`src/hdl/assert_macros.svh`:
```
// Assertion helpers, clocked on clk and held off while arst_n is low.
`ifndef ASSERT_MACROS_SVH
`define ASSERT_MACROS_SVH

// cond must hold at every clock edge out of reset
`define CHK_ALWAYS(label, cond, msg) \
	label: assert property (@(posedge clk) disable iff (!arst_n) (cond)) \
		else $error(msg);

// cons must hold at every edge where ante holds
`define CHK_IMPLY(label, ante, cons, msg) \
	label: assert property (@(posedge clk) disable iff (!arst_n) (ante) |-> (cons)) \
		else $error(msg);

`endif

```
`src/hdl/brsf_pkg.sv`:
```
package brsf_pkg;

	localparam int PIX_W      = 8;
	localparam int CHAN_N     = 3;
	localparam int SPREAD_W   = 8;
	localparam int IDX_W      = 4;
	localparam int CFG_W      = 7;
	localparam int CFG_ADDR_W = 1;
	localparam int S_DATA_W   = CHAN_N * PIX_W;
	localparam int M_DATA_W   = 2 * IDX_W + CHAN_N * SPREAD_W;

	localparam logic [CFG_ADDR_W-1:0] CFG_FRAME_WIDTH  = 1'b0;
	localparam logic [CFG_ADDR_W-1:0] CFG_FRAME_HEIGHT = 1'b1;
	localparam logic [CFG_W-1:0]      DIM_RESET        = 7'd32;

	typedef enum logic [2:0] {
		ST_IDLE,
		ST_ACC,
		ST_PREP,
		ST_DIFF,
		ST_ROOT,
		ST_EMIT
	} state_t;

	typedef struct packed {
		logic accept;
		logic accum;
		logic prep;
		logic diff;
		logic step;
		logic load_out;
	} cmd_t;

	typedef struct packed {
		logic blk_end;
		logic root_last;
		logic out_free;
	} status_t;

endpackage

```
`src/hdl/brsf_ram.sv`:
```
module brsf_ram #(
	parameter int WIDTH = 8,
	parameter int DEPTH = 16,
	localparam int AW = (DEPTH > 1) ? $clog2(DEPTH) : 1
) (
	input  logic             clk,
	input  logic             we,
	input  logic [AW-1:0]    waddr,
	input  logic [WIDTH-1:0] wdata,
	input  logic [AW-1:0]    raddr,
	output logic [WIDTH-1:0] rdata
);

	logic [WIDTH-1:0] mem [DEPTH];

	always_ff @(posedge clk) begin
		if (we) begin
			mem[waddr] <= wdata;
		end
		rdata <= mem[raddr];
	end

endmodule

```
`src/hdl/brsf_root.sv`:
```
module brsf_root #(
	parameter int XW = 30,
	parameter int N  = 16
) (
	input  logic                          clk,
	input  logic                          arst_n,
	input  logic                          start,
	input  logic                          step,
	input  logic [XW-1:0]                 x,
	output logic [brsf_pkg::SPREAD_W-1:0] root,
	output logic                          last
);

	localparam int RW = brsf_pkg::SPREAD_W;

	logic [XW-1:0]   x_q;
	logic [RW-1:0]   r_q;
	logic [RW-1:0]   bit_q;
	logic [RW-1:0]   t;
	logic [2*RW-1:0] t_sq;
	logic [XW-1:0]   t_scaled;

	always_comb begin
		t        = r_q | bit_q;
		t_sq     = t * t;
		t_scaled = XW'(t_sq) * XW'(N);
	end

	always_ff @(posedge clk or negedge arst_n) begin
		if (!arst_n) begin
			r_q   <= '0;
			bit_q <= '0;
		end else if (start) begin
			r_q   <= '0;
			bit_q <= {1'b1, {(RW-1){1'b0}}};
		end else if (step) begin
			if (t_scaled <= x_q) begin
				r_q <= t;
			end
			bit_q <= bit_q >> 1;
		end
	end

	always_ff @(posedge clk) begin
		if (start) begin
			x_q <= x;
		end
	end

	assign root = r_q;
	assign last = bit_q[0];

endmodule

```
`src/hdl/brsf_ctrl.sv`:
```
`include "assert_macros.svh"

module brsf_ctrl (
	input  logic              clk,
	input  logic              arst_n,
	input  logic              s_tvalid,
	output logic              s_tready,
	input  brsf_pkg::status_t sts,
	output brsf_pkg::cmd_t    cmd
);

	brsf_pkg::state_t state_q;
	brsf_pkg::state_t state_d;

	always_ff @(posedge clk or negedge arst_n) begin
		if (!arst_n) begin
			state_q <= brsf_pkg::ST_IDLE;
		end else begin
			state_q <= state_d;
		end
	end

	always_comb begin
		state_d  = state_q;
		cmd      = '0;
		s_tready = 1'b0;
		case (state_q)
			brsf_pkg::ST_IDLE: begin
				s_tready = 1'b1;
				if (s_tvalid) begin
					cmd.accept = 1'b1;
					state_d    = brsf_pkg::ST_ACC;
				end
			end
			brsf_pkg::ST_ACC: begin
				cmd.accum = 1'b1;
				state_d   = sts.blk_end ? brsf_pkg::ST_PREP : brsf_pkg::ST_IDLE;
			end
			brsf_pkg::ST_PREP: begin
				cmd.prep = 1'b1;
				state_d  = brsf_pkg::ST_DIFF;
			end
			brsf_pkg::ST_DIFF: begin
				cmd.diff = 1'b1;
				state_d  = brsf_pkg::ST_ROOT;
			end
			brsf_pkg::ST_ROOT: begin
				cmd.step = 1'b1;
				if (sts.root_last) begin
					state_d = brsf_pkg::ST_EMIT;
				end
			end
			brsf_pkg::ST_EMIT: begin
				if (sts.out_free) begin
					cmd.load_out = 1'b1;
					state_d      = brsf_pkg::ST_IDLE;
				end
			end
			default: begin
				state_d = brsf_pkg::ST_IDLE;
			end
		endcase
	end

	`CHK_IMPLY(a_accum_after_accept, cmd.accum, $past(cmd.accept), "update without accepted item")

endmodule

```
`src/hdl/brsf_dp.sv`:
```
`include "assert_macros.svh"

module brsf_dp #(
	parameter int MAX_WIDTH  = 64,
	parameter int BLOCK_SIZE = 4
) (
	input  logic                            clk,
	input  logic                            arst_n,
	input  logic                            cfg_we,
	input  logic [brsf_pkg::CFG_ADDR_W-1:0] cfg_addr,
	input  logic [brsf_pkg::CFG_W-1:0]      cfg_wdata,
	input  logic [brsf_pkg::S_DATA_W-1:0]   s_tdata,
	input  logic                            m_tready,
	output logic                            m_tvalid,
	output logic [brsf_pkg::M_DATA_W-1:0]   m_tdata,
	output logic                            m_tlast,
	input  brsf_pkg::cmd_t                  cmd,
	output brsf_pkg::status_t               sts
);

	localparam int PIX_W      = brsf_pkg::PIX_W;
	localparam int CHAN_N     = brsf_pkg::CHAN_N;
	localparam int CFG_W      = brsf_pkg::CFG_W;
	localparam int IDX_W      = brsf_pkg::IDX_W;
	localparam int SPREAD_W   = brsf_pkg::SPREAD_W;
	localparam int BLOCK_COLS = MAX_WIDTH / BLOCK_SIZE;
	localparam int BC_W       = (BLOCK_COLS > 1) ? $clog2(BLOCK_COLS) : 1;
	localparam int POS_W      = $clog2(MAX_WIDTH);
	localparam int SUB_W      = $clog2(BLOCK_SIZE);
	localparam int DIM_W      = ($clog2(MAX_WIDTH + 1) > CFG_W) ? $clog2(MAX_WIDTH + 1) : CFG_W;
	localparam int CMP_W      = DIM_W + 1;
	localparam int N          = BLOCK_SIZE * BLOCK_SIZE;
	localparam int PIX_MAX    = (1 << PIX_W) - 1;
	localparam int SUM_W      = $clog2(N * PIX_MAX + 1);
	localparam int SQ_W       = $clog2(N * PIX_MAX * PIX_MAX + 1);
	localparam int AW         = $clog2(N * N * PIX_MAX * PIX_MAX + 1);
	localparam int XW         = AW + 2;
	localparam int CH_W       = SUM_W + SQ_W;
	localparam int ENT_W      = CHAN_N * CH_W;

	function automatic logic [DIM_W-1:0] clamp_dim(input logic [CFG_W-1:0] v);
		logic [DIM_W-1:0] e;
		e = DIM_W'(v);
		if (e < DIM_W'(BLOCK_SIZE)) begin
			return DIM_W'(BLOCK_SIZE);
		end
		if (e > DIM_W'(MAX_WIDTH)) begin
			return DIM_W'(MAX_WIDTH);
		end
		return e;
	endfunction

	logic [DIM_W-1:0]      w_q, h_q;
	logic [POS_W-1:0]      col_q, row_q;
	logic [SUB_W-1:0]      csub_q, rsub_q;
	logic [BC_W-1:0]       bc_q, br_q;
	logic [BLOCK_COLS-1:0] valid_q;

	logic             col_last, row_last, csub_last, rsub_last;
	logic [CMP_W-1:0] cblk_start, rblk_start;
	logic             c_in, r_in, c_final, r_final;

	logic [PIX_W*CHAN_N-1:0] pix_s1;
	logic [BC_W-1:0]         bc_s1, br_s1;
	logic                    in_blk_s1, blk_end_s1, final_s1, hit_s1;

	logic [ENT_W-1:0]  rd_data, old_ent, new_ent;
	logic [SUM_W-1:0]  sum_q [CHAN_N];
	logic [SQ_W-1:0]   sq_q  [CHAN_N];
	logic [AW-1:0]     a_q   [CHAN_N];
	logic [AW-1:0]     b_q   [CHAN_N];
	logic [2*SUM_W-1:0] sum_sq [CHAN_N];
	logic [XW-1:0]     x_d   [CHAN_N];
	logic [SPREAD_W-1:0] spread [CHAN_N];
	logic [CHAN_N-1:0] root_last;

	logic [PIX_W-1:0]   v;
	logic [2*PIX_W-1:0] v_sq;

	logic                          m_tvalid_q;
	logic [brsf_pkg::M_DATA_W-1:0] m_tdata_q;
	logic                          m_tlast_q;

	always_comb begin
		col_last   = (CMP_W'(col_q) + CMP_W'(1)) >= CMP_W'(w_q);
		row_last   = (CMP_W'(row_q) + CMP_W'(1)) >= CMP_W'(h_q);
		csub_last  = csub_q == SUB_W'(BLOCK_SIZE - 1);
		rsub_last  = rsub_q == SUB_W'(BLOCK_SIZE - 1);
		cblk_start = CMP_W'(col_q) - CMP_W'(csub_q);
		rblk_start = CMP_W'(row_q) - CMP_W'(rsub_q);
		c_in       = (cblk_start + CMP_W'(BLOCK_SIZE)) <= CMP_W'(w_q);
		r_in       = (rblk_start + CMP_W'(BLOCK_SIZE)) <= CMP_W'(h_q);
		c_final    = (cblk_start + CMP_W'(2 * BLOCK_SIZE)) > CMP_W'(w_q);
		r_final    = (rblk_start + CMP_W'(2 * BLOCK_SIZE)) > CMP_W'(h_q);
	end

	always_ff @(posedge clk or negedge arst_n) begin
		if (!arst_n) begin
			w_q     <= clamp_dim(brsf_pkg::DIM_RESET);
			h_q     <= clamp_dim(brsf_pkg::DIM_RESET);
			col_q   <= '0;
			row_q   <= '0;
			csub_q  <= '0;
			rsub_q  <= '0;
			bc_q    <= '0;
			br_q    <= '0;
			valid_q <= '0;
		end else if (cfg_we) begin
			case (cfg_addr)
				brsf_pkg::CFG_FRAME_WIDTH:  w_q <= clamp_dim(cfg_wdata);
				brsf_pkg::CFG_FRAME_HEIGHT: h_q <= clamp_dim(cfg_wdata);
				default: ;
			endcase
			col_q   <= '0;
			row_q   <= '0;
			csub_q  <= '0;
			rsub_q  <= '0;
			bc_q    <= '0;
			br_q    <= '0;
			valid_q <= '0;
		end else begin
			if (cmd.accept) begin
				if (col_last) begin
					col_q  <= '0;
					csub_q <= '0;
					bc_q   <= '0;
					if (row_last) begin
						row_q  <= '0;
						rsub_q <= '0;
						br_q   <= '0;
					end else begin
						row_q  <= row_q + POS_W'(1);
						rsub_q <= rsub_last ? '0 : rsub_q + SUB_W'(1);
						if (rsub_last) begin
							br_q <= br_q + BC_W'(1);
						end
					end
				end else begin
					col_q  <= col_q + POS_W'(1);
					csub_q <= csub_last ? '0 : csub_q + SUB_W'(1);
					if (csub_last) begin
						bc_q <= bc_q + BC_W'(1);
					end
				end
			end
			if (cmd.accum && in_blk_s1) begin
				valid_q[bc_s1] <= !blk_end_s1;
			end
		end
	end

	always_ff @(posedge clk or negedge arst_n) begin
		if (!arst_n) begin
			in_blk_s1  <= 1'b0;
			blk_end_s1 <= 1'b0;
			final_s1   <= 1'b0;
			hit_s1     <= 1'b0;
		end else if (cmd.accept) begin
			in_blk_s1  <= c_in && r_in;
			blk_end_s1 <= c_in && r_in && csub_last && rsub_last;
			final_s1   <= c_final && r_final;
			hit_s1     <= c_in && r_in && valid_q[bc_q];
		end
	end

	always_ff @(posedge clk) begin
		if (cmd.accept) begin
			pix_s1 <= s_tdata;
			bc_s1  <= bc_q;
			br_s1  <= br_q;
		end
	end

	brsf_ram #(
		.WIDTH (ENT_W),
		.DEPTH (BLOCK_COLS)
	) u_acc_ram (
		.clk   (clk),
		.we    (cmd.accum && in_blk_s1 && !blk_end_s1),
		.waddr (bc_s1),
		.wdata (new_ent),
		.raddr (bc_q),
		.rdata (rd_data)
	);

	always_comb begin
		old_ent = hit_s1 ? rd_data : '0;
		new_ent = '0;
		v       = '0;
		v_sq    = '0;
		for (int c = 0; c < CHAN_N; c++) begin
			v    = pix_s1[c*PIX_W +: PIX_W];
			v_sq = v * v;
			new_ent[c*CH_W +: SUM_W]        = old_ent[c*CH_W +: SUM_W] + SUM_W'(v);
			new_ent[c*CH_W + SUM_W +: SQ_W] = old_ent[c*CH_W + SUM_W +: SQ_W] + SQ_W'(v_sq);
		end
	end

	always_comb begin
		for (int c = 0; c < CHAN_N; c++) begin
			sum_sq[c] = sum_q[c] * sum_q[c];
			x_d[c]    = (a_q[c] > b_q[c]) ? {a_q[c] - b_q[c], 2'b00} : '0;
		end
	end

	always_ff @(posedge clk) begin
		for (int c = 0; c < CHAN_N; c++) begin
			if (cmd.accum && blk_end_s1) begin
				sum_q[c] <= new_ent[c*CH_W +: SUM_W];
				sq_q[c]  <= new_ent[c*CH_W + SUM_W +: SQ_W];
			end
			if (cmd.prep) begin
				a_q[c] <= AW'(sq_q[c]) * AW'(N);
				b_q[c] <= AW'(sum_sq[c]);
			end
		end
	end

	for (genvar c = 0; c < CHAN_N; c++) begin : g_root
		brsf_root #(
			.XW (XW),
			.N  (N)
		) u_root (
			.clk    (clk),
			.arst_n (arst_n),
			.start  (cmd.diff),
			.step   (cmd.step),
			.x      (x_d[c]),
			.root   (spread[c]),
			.last   (root_last[c])
		);
	end

	always_ff @(posedge clk or negedge arst_n) begin
		if (!arst_n) begin
			m_tvalid_q <= 1'b0;
		end else if (cmd.load_out) begin
			m_tvalid_q <= 1'b1;
		end else if (m_tready) begin
			m_tvalid_q <= 1'b0;
		end
	end

	always_ff @(posedge clk) begin
		if (cmd.load_out) begin
			m_tdata_q <= {spread[2], spread[1], spread[0], IDX_W'(br_s1), IDX_W'(bc_s1)};
			m_tlast_q <= final_s1;
		end
	end

	assign m_tvalid      = m_tvalid_q;
	assign m_tdata       = m_tdata_q;
	assign m_tlast       = m_tlast_q;
	assign sts.blk_end   = blk_end_s1;
	assign sts.root_last = &root_last;
	assign sts.out_free  = !m_tvalid_q || m_tready;

	`CHK_IMPLY(a_end_in_block, blk_end_s1, in_blk_s1, "block end outside full block")
	`CHK_ALWAYS(a_pos_in_frame, (CMP_W'(col_q) < CMP_W'(w_q)) && (CMP_W'(row_q) < CMP_W'(h_q)), "position outside frame")

endmodule

```
`src/hdl/block_rgb_spread_filter_top.sv`:
```
// Channel   Ports                         Fields (lowest bit up)
// pixel in  s_tvalid s_tready s_tdata      red, green, blue
// result    m_tvalid m_tready m_tdata      block_col, block_row, red/green/blue_spread
//           m_tlast                        frame_done
// config    cfg_we cfg_addr cfg_wdata      0: frame_width, 1: frame_height
//
// A pixel that does not close a block passes through accept and accumulator update.
// A pixel that closes a block passes through accept, update, prep and diff setup, the
// 8-step square root unit (one result bit per cycle, three channels side by side), load.
// The result register frees the input while a result waits; a stalled result holds
// the next block-closing pixel in its load cycle.
// Reset and any config write clear the position and the per-column valid bits at once.
module block_rgb_spread_filter_top #(
	parameter int MAX_WIDTH  = 64,
	parameter int BLOCK_SIZE = 4
) (
	input  logic                            clk,
	input  logic                            arst_n,
	input  logic                            s_tvalid,
	output logic                            s_tready,
	input  logic [brsf_pkg::S_DATA_W-1:0]   s_tdata,   // red, green, blue
	output logic                            m_tvalid,
	input  logic                            m_tready,
	output logic [brsf_pkg::M_DATA_W-1:0]   m_tdata,   // block_col, block_row, red_spread,
	                                                   // green_spread, blue_spread
	output logic                            m_tlast,
	input  logic                            cfg_we,
	input  logic [brsf_pkg::CFG_ADDR_W-1:0] cfg_addr,
	input  logic [brsf_pkg::CFG_W-1:0]      cfg_wdata
);

	brsf_pkg::cmd_t    cmd;
	brsf_pkg::status_t sts;

	brsf_ctrl u_ctrl (
		.clk      (clk),
		.arst_n   (arst_n),
		.s_tvalid (s_tvalid),
		.s_tready (s_tready),
		.sts      (sts),
		.cmd      (cmd)
	);

	brsf_dp #(
		.MAX_WIDTH  (MAX_WIDTH),
		.BLOCK_SIZE (BLOCK_SIZE)
	) u_dp (
		.clk       (clk),
		.arst_n    (arst_n),
		.cfg_we    (cfg_we),
		.cfg_addr  (cfg_addr),
		.cfg_wdata (cfg_wdata),
		.s_tdata   (s_tdata),
		.m_tready  (m_tready),
		.m_tvalid  (m_tvalid),
		.m_tdata   (m_tdata),
		.m_tlast   (m_tlast),
		.cmd       (cmd),
		.sts       (sts)
	);

endmodule

```
`config.mk`:
```
export PLATFORM = sky130hd
export DESIGN_NAME = block_rgb_spread_filter_top
export DESIGN_NICKNAME = d
export VERILOG_FILES = /design/src/hdl/brsf_pkg.sv /design/src/hdl/brsf_ram.sv /design/src/hdl/brsf_root.sv /design/src/hdl/brsf_ctrl.sv /design/src/hdl/brsf_dp.sv /design/src/hdl/block_rgb_spread_filter_top.sv
export VERILOG_INCLUDE_DIRS = /design/src /design/src/hdl
export SDC_FILE = /design/constraint.sdc
export NUM_CORES = 2
export LEC_CHECK = 0
export BUFFER_PORTS_ARGS = -buffer_cell sky130_fd_sc_hd__buf_4
export CAP_MARGIN = 20
export CORE_ASPECT_RATIO = 2
export CORE_MARGIN = 10
export CORE_UTILIZATION = 40
export CTS_BUF_LIST = sky130_fd_sc_hd__clkbuf_4 sky130_fd_sc_hd__clkbuf_8
export DETAILED_ROUTE_END_ITERATION = 12
export GPL_TIMING_DRIVEN = 0
export PLACE_DENSITY = 0.65
export SYNTH_ARGS = -nofsm -noshare
export SYNTH_HDL_FRONTEND = slang
export SYNTH_SLANG_ARGS = --single-unit
```
`constraint.sdc`:
```
create_clock -name clk -period 32.4 [get_ports clk]
set_input_delay 1.62 -clock clk [delete_from_list [all_inputs] [get_ports clk]]
set_output_delay 1.62 -clock clk [all_outputs]
set_load 0.1 [all_outputs]
```
Word level (Yosys, flattened, before mapping)
Memories as Yosys holds them, arrays and structs flattened. A register that Yosys moved wholly into a read port is not among the register bits.
Cells that the tools add are included.
W data, S select, Z words.
{"block": "word_totals", "regBits": 253, "ram_bits": 1764, "out_inout_bits": 35, "memories": 5}
{"memory": "u_dp.u_acc_ram.mem", "depth": 16, "width": 96, "read_ports": 1, "rd_ports_with_merged_regs": 1, "write_ports": 1, "line": "brsf_ram.sv:14", "text": "logic [WIDTH-1:0] mem [DEPTH];"}
{"memory": "u_dp.b_q", "depth": 3, "width": 24, "read_ports": 3, "rd_ports_with_merged_regs": 0, "write_ports": 3, "line": "brsf_dp.sv:71", "text": "logic [AW-1:0] b_q [CHAN_N];"}
{"memory": "u_dp.a_q", "depth": 3, "width": 20, "read_ports": 3, "rd_ports_with_merged_regs": 0, "write_ports": 3, "line": "brsf_dp.sv:70", "text": "logic [AW-1:0] a_q [CHAN_N];"}
{"memory": "u_dp.sq_q", "depth": 3, "width": 20, "read_ports": 3, "rd_ports_with_merged_regs": 0, "write_ports": 3, "line": "brsf_dp.sv:69", "text": "logic [SQ_W-1:0] sq_q [CHAN_N];"}
{"memory": "u_dp.sum_q", "depth": 3, "width": 12, "read_ports": 3, "rd_ports_with_merged_regs": 0, "write_ports": 3, "line": "brsf_dp.sv:68", "text": "logic [SUM_W-1:0] sum_q [CHAN_N];"}
{"block": "classes", "n_addsub": 23, "n_mul": 9, "order_cmp": 17, "eq_ne": 10, "n_mux": 88, "bitwise_logic": 4, "n_reduce_logical": 33}
{"operator": "$mux W8", "n": 15}
{"operator": "$mul A8 B8 Y16", "n": 6}
{"operator": "$mux W96", "n": 1}
{"operator": "$le A20 B26 Y1", "n": 3}
{"operator": "$gt A24 B24 Y1", "n": 3}
{"operator": "$mul A12 B12 Y24", "n": 3}
{"operator": "$sub A24 B24 Y24", "n": 3}
{"operator": "$add A20 B16 Y20", "n": 3}
{"operator": "$mux W6", "n": 7}
{"operator": "$mux W7", "n": 6}
{"operator": "$add A12 B8 Y12", "n": 3}
{"operator": "$mux W4", "n": 9}
{"operator": "$mux W16", "n": 2}
{"operator": "$mux W1", "n": 31}
{"operator": "$or A8 B8 Y8", "n": 3}
{"operator": "$mux W2", "n": 10}
{"operator": "$pmux W3 S6", "n": 1}
{"operator": "$add A8 B3 Y8 const B", "n": 2}
{"operator": "$add A8 B4 Y8 const B", "n": 2}
{"operator": "$bwmux W16", "n": 1}
{"operator": "$ge A8 B7 Y1", "n": 2}
{"operator": "$gt A8 B7 Y1", "n": 2}
{"operator": "$le A8 B7 Y1", "n": 2}
{"operator": "$reduce_bool A2 Y1", "n": 8}
{"operator": "other kinds (25)", "n": 56}

Longest topological paths before layout
{"block": "logic_depth", "depth_word": 9, "mapped_depth": 28}

Hierarchy
Synthesis repeated with hierarchy kept, for this count alone.
{"block": "unflattened", "cells_unflattened": 7189, "area_unflattened_um2": 106593.5}
{"module": "brsf_ram", "n_inst": 1, "cells_each": 2460, "area_each_um2": 59355.7, "seq_area_each_um2": 48046.1}
{"module": "brsf_dp", "n_inst": 1, "cells_each": 3656, "area_each_um2": 36455.0, "seq_area_each_um2": 10187.3}
{"module": "brsf_root at u_dp.g_root[0].u_root ...", "n_inst": 2, "cells_each": 356, "area_each_um2": 3554.7, "seq_area_each_um2": 1181.1}
{"module": "brsf_root at u_dp.g_root[2].u_root", "n_inst": 1, "cells_each": 340, "area_each_um2": 3468.3, "seq_area_each_um2": 1181.1}
{"module": "brsf_ctrl", "n_inst": 1, "cells_each": 21, "area_each_um2": 205.2, "seq_area_each_um2": 75.1}

Worst setup path before layout
Ideal clock, no wire load.
{"block": "synth_timing", "kind": "register to register", "from": "reg u_ctrl.state_q[0]", "to": "mem u_dp.u_acc_ram.mem[10][0] in the netlist's numbering, enable pin", "setup_time_ps": 787, "t_arrival_ps": 10190, "t_required_ps": 31613, "setup_slack_ps": 21423, "stages_incl_launch_ff": 6, "n_path_buf": 1, "synth_period_minus_slack_ps": 10977, "path_cell_list": "dfrtp_1 -> clkbuf_1 -> nor3b_1 -> and2_1 -> nand2b_1 -> nor4_1"}
{"block": "synth_between", "elab_chain_len": 6}
{"element": "from (decl)", "line": "brsf_ctrl.sv:12", "text": "brsf_pkg::state_t state_q;"}
{"element": "from (signal assigned)", "line": "brsf_ctrl.sv:17", "text": "state_q <= brsf_pkg::ST_IDLE;"}
{"element": "from (signal assigned)", "line": "brsf_ctrl.sv:19", "text": "state_q <= state_d;"}
{"element": "$eq A3 B1 Y1", "line": "brsf_ctrl.sv:27", "text": "case (state_q)"}
{"element": "$mux W1", "line": "brsf_ctrl.sv:27"}
{"element": "$logic_and A1 B1 Y1 (2 in series)", "line": "brsf_dp.sv:179", "text": ".we (cmd.accum && in_blk_s1 && !blk_end_s1),"}
{"element": "$mux W1", "line": "brsf_ram.sv:17", "text": "if (we) begin"}
{"element": "$mux W1 (implied by the code)", "line": "brsf_ram.sv:18", "text": "mem[waddr] <= wdata;"}
{"element": "to (decl)", "line": "brsf_ram.sv:14"}
No other way between the ends.

Worst setup path in the final report
{"block": "layout_timing", "from": "reg u_dp.hit_s1", "to": "mem u_dp.u_acc_ram.mem[6][63] in the netlist's numbering, data pin"}
{"block": "layout_between", "elab_chain_len": 2}
{"element": "from (decl)", "line": "brsf_dp.sv:65", "text": "logic in_blk_s1, blk_end_s1, final_s1, hit_s1;"}
{"element": "from (signal assigned)", "line": "brsf_dp.sv:162", "text": "hit_s1 <= c_in && r_in && valid_q[bc_q];"}
{"element": "$mux W96", "line": "brsf_dp.sv:187", "text": "old_ent = hit_s1 ? rd_data : '0;"}
{"element": "$add A20 B16 Y20", "line": "brsf_dp.sv:195", "text": "new_ent[c*CH_W + SUM_W +: SQ_W] = old_ent[c*CH_W + SUM_W +: SQ_W] + SQ_W'(v_sq);"}
{"element": "via u_dp.new_ent[63]", "line": "brsf_dp.sv:67", "text": "logic [ENT_W-1:0] rd_data, old_ent, new_ent;"}
The timed path passes the listed nets, and every way through them passes these cells.

==> metrics.md <==
| Metric | Value |
|---|---|
| Synth warn | `0` |
| Post-route DRC | `0` |
| Final setup vio count | `0` |
| Worst-path cell chain | `clkbuf_2, clkbuf_1, and2_1, fa_1, fa_1, ha_1, inv_1, fa_1, inv_1, ha_1, nor2b_1, o21ai_0, a21boi_0, o2111ai_1, nand2_1, a211o_1, o311ai_0, mux2i_1, buf_4` |
| CTS tree | `yes` |
| CTS Buffer Depth | `4` |
| Ys async rst share | `4.51%` |
| Worst setup startpoint | `u_dp.hit_s1` |
| Antenna violations before repair | `12` |
| VDD IR max | `roughly 30 uV` |
| CTS Buf Count | `285` |
| Reg2Reg Depth | `19` |
| Wire per inst | `24.2 microns` |
| H-tree Lvls | `5` |
| Post-route core utilization | `45.5%` |
| Leakage power | `43.6 nW` |
| Share of cells above drive strength 1 | `between 10 and 15%` |
| Post-synth net total | `around 8600` |
| Post-route cell area | `120000 sq um` |
| Dpl cells | `around 11000` |
| Rel. slew slack | `about 17%` |
| FF-to-FF Start | `u_dp.hit_s1` |
| Routed WL | `288 mm` |
| Cell area after synthesis | `106000 sq um` |
| Worst path bufs/invs | `5` |
| CP dominant cell by count | `fa_1` |
| Crit. End Element | `flop` |
| Die H | `~750 microns` |
| Peak fanout along the critical path | `16` |
| Clk root buf | `clkbuf_8` |
| Post-place setup slack | `~25 ns` |
| Min Hold Slack | `0.404 ns` |
| I/O Buffers | `just over 70` |
| Worst slew pin tran | `between 1 and 1.5 ns` |
| Number of synthesized flops with an enable pin | `1895` |
| Critical path type | `flop to flop` |
| First-pass GRT wire length | `428 mm` |
| Final cell count without fillers | `roughly 12000` |
| Power Density | `43.4 nW/um^2` |
| RSZ-0062 raised after global routing | `no` |
| Setup TNS Final | `0 ns` |
| Largest net degree at the start of global routing | `71` |
| All-Layer GR Usage | `19.7%` |
| FP Rows | `between 200 and 300` |
| M2 GR Usage | `~38%` |
| Mapped Avg Cell Area | `approximately 14 sq um` |
| Cell variety after synth | `81` |
| Worst Path Required | `~33 ns` |
| Die Footprint | `between 200000 and 300000 sq um` |
| Post-Synthesis Cells | `about 7500` |
| Crit path max-delay family | `adder cells` |
| Postcts setup bufs | `0` |
| CP max stage delay | `0.94 ns` |
| Total Power | `about 5.2 mW` |
| Number of global-route vias before repair | `around 70000` |
| Final period util | `a little under a quarter` |
| Met3 Track Usage GR | `under 10%` |
| Total core area | `between 200000 and 300000 sq um` |
| Post-synth top flop | `edfxtp_1` |
| Tmin final | `7.67 ns` |
| Crit path depth | `19` |
| CTS Hold Bufs | `0` |
| P&R area growth vs syn | `13.2%` |
| Final ANT Viol Nets | `0` |
| Layer with the highest usage | `met2` |
| Hold path depth | `0` |
| Final worst slack | `approximately 25 ns` |
| Chip width | `about 380 microns` |
| Initial drt markers | `about 4500` |
| CP Launch Type | `flop` |
| Resized cells post-CTS | `0` |
| Final max-slew violation count | `0` |
| Synth Register Bits | `approximately 2100` |
| Sequential area share after synthesis | `57.8%` |
| Worst Hold Class | `flop to flop` |
| Peak Freq | `approximately 130 MHz` |
| DRT Pass-1 Iters | `5` |
| Starting Density | `approximately two fifths` |
| GR Util met1 | `roughly 20%` |
| Max-Cap Viols | `0` |
| Clk_lat worst skew | `between 1 and 1.5 ns` |
| Placed Instance Area | `114000 sq um` |
| Final Skew | `0.113 ns` |
| NumNets Final | `roughly 9200` |
| DP HPWL | `217 mm` |
| Num Clock Sinks | `between 2000 and 2500` |
| Crit path DAT | `8.45 ns` |
| GRT overflow | `0` |
| Via count | `approximately 65000` |
| Hold path start | `u_dp.sq_q[0][6]` |
| GPL Wtd Cong | `0.892` |
| Clock slew at reported path FFs | `approximately 0.07 ns` |
| Vias per inst | `roughly 5.5` |
| Final hold violations | `0` |
| I/O pin count | `72` |
| Worst-path cell with the longest stage delay | `dfrtp_1` |
| Status | `finished, final reports clean` |
## area by class of cell
class	count	area, sq um
repair buffers	332	3620
multi-input cells	4380	40900
clock inverters	124	1000
fillers	23300	144000
clock buffers	383	4800
flip-flops and latches	2085	61200
inverters	819	3080
diodes	10	25.0
plain buffers	260	1020
well taps	3497	4380
## cell usage after synthesis (all sizes together), types with 8 or more instances
cell type,n,area share (%)
mux4,194,4.1
nor4,16,0.094
edfxtp,1895,54
o41ai,9,0.082
a22o,23,0.19
or2,23,0.14
o22ai,14,0.083
mux2,104,1.1
a22oi,99,0.70
o31a,10,0.083
buf,68,0.27
xnor2,179,1.5
nor3,88,0.42
nand2b,46,0.27
a211o,12,0.099
nand4,24,0.14
and2,271,1.6
a21boi,25,0.18
nand2,349,1.2
a221oi,103,0.85
nand3,51,0.24
o211ai,18,0.13
nor2b,48,0.28
a21o,69,0.49
xor2,56,0.46
inv,819,2.9
dfxtp,96,1.8
or3,35,0.21
clkbuf,192,0.68
dfrtp,92,2.2
o21a,45,0.32
o21ai,371,1.8
mux2i,303,2.9
ha,567,6.7
a21oi,266,1.3
o31ai,16,0.13
o2111ai,13,0.11
fa,431,8.1
a211oi,23,0.16
a31oi,20,0.12
o21bai,19,0.13
nor2,342,1.2
and3,19,0.11
nor3b,8,0.061
## logic make-up (layout without fill, tap and decap cells)
logic type,count (synthesis),count (layout),share of synthesized area [%]
simple gates,1342,1342,6.21
xor+xnor,235,235,1.94
other cells,0,10,0
compound gates,1204,1204,7.31
fa+ha+maj,998,998,14.8
flops,2085,2085,57.8
mux,601,601,8.09
buf+inv,1079,1918,3.85
## path summary, 6_finish.rpt
check                                                endpoint  slack [ns]
worst max register to register      u_dp.u_acc_ram.mem[6][63]       24.73
worst min register to register                 u_dp.a_q[0][6]        0.40
worst min-delay path                           u_dp.a_q[0][6]        0.40
max in group asynchronous                         u_dp.h_q[5]       31.02
worst max-delay path                u_dp.u_acc_ram.mem[6][63]       24.73
min in group asynchronous       u_dp.g_root[2].u_root.root[4]        0.61
## state kept, by name, summed over array words and instances, names as in the netlist, 6 cells and up
name                      flops
u_dp.g_root.u_root.bit_q      8
u_dp.u_acc_ram.mem         1536
u_dp.b_q                     69
u_dp.m_tdata                 32
u_dp.pix_s1                  24
u_dp.u_acc_ram.rdata         96
u_dp.valid_q                 16
u_dp.g_root.u_root.x_q       69
u_dp.sum_q                   36
u_dp.row_q                    6
u_dp.col_q                    6
u_dp.sq_q                    60
u_dp.h_q                      7
u_dp.g_root.u_root.root      24
u_dp.a_q                     60
u_dp.w_q                      7
## layer usage
metal  up-vias  wire [microns]
met3       858           13500
met4         8           21100
li1      28700               -
met1     33100           94900
met2      2163          158000
met5         -              56
## where the power goes
group | switching, mW | internal (mW)
clock network | 1.02 | 1.08
registers | 0.00804 | 2.90
logic | 0.120 | 0.0779
## placed cells by master (no fill, tap or decap), types with 99 or more instances in the layout
master	n
mux2_2	104
xnor2_1	169
mux2i_1	303
a21oi_1	266
buf_4	181
ha_1	567
mux4_2	194
nand2_1	349
clkbuf_8	307
nor2_1	334
and2_1	269
fa_1	431
o21ai_0	369
clkbuf_1	182
edfxtp_1	1895
a221oi_1	103
a22oi_1	99
inv_1	816
## worst register-to-register path, stage by stage (launching register included)
cell and delay (ns):
dfrtp_1 0.94, clkbuf_2 0.75, clkbuf_1 0.76, and2_1 0.31
fa_1 0.45, fa_1 0.48, ha_1 0.28, inv_1 0.04
fa_1 0.47, inv_1 0.04, ha_1 0.31, nor2b_1 0.14
o21ai_0 0.23, a21boi_0 0.24, o2111ai_1 0.27, nand2_1 0.14
a211o_1 0.33, o311ai_0 0.66, mux2i_1 0.37, buf_4 0.27
(Power assumes the default switching activity.)
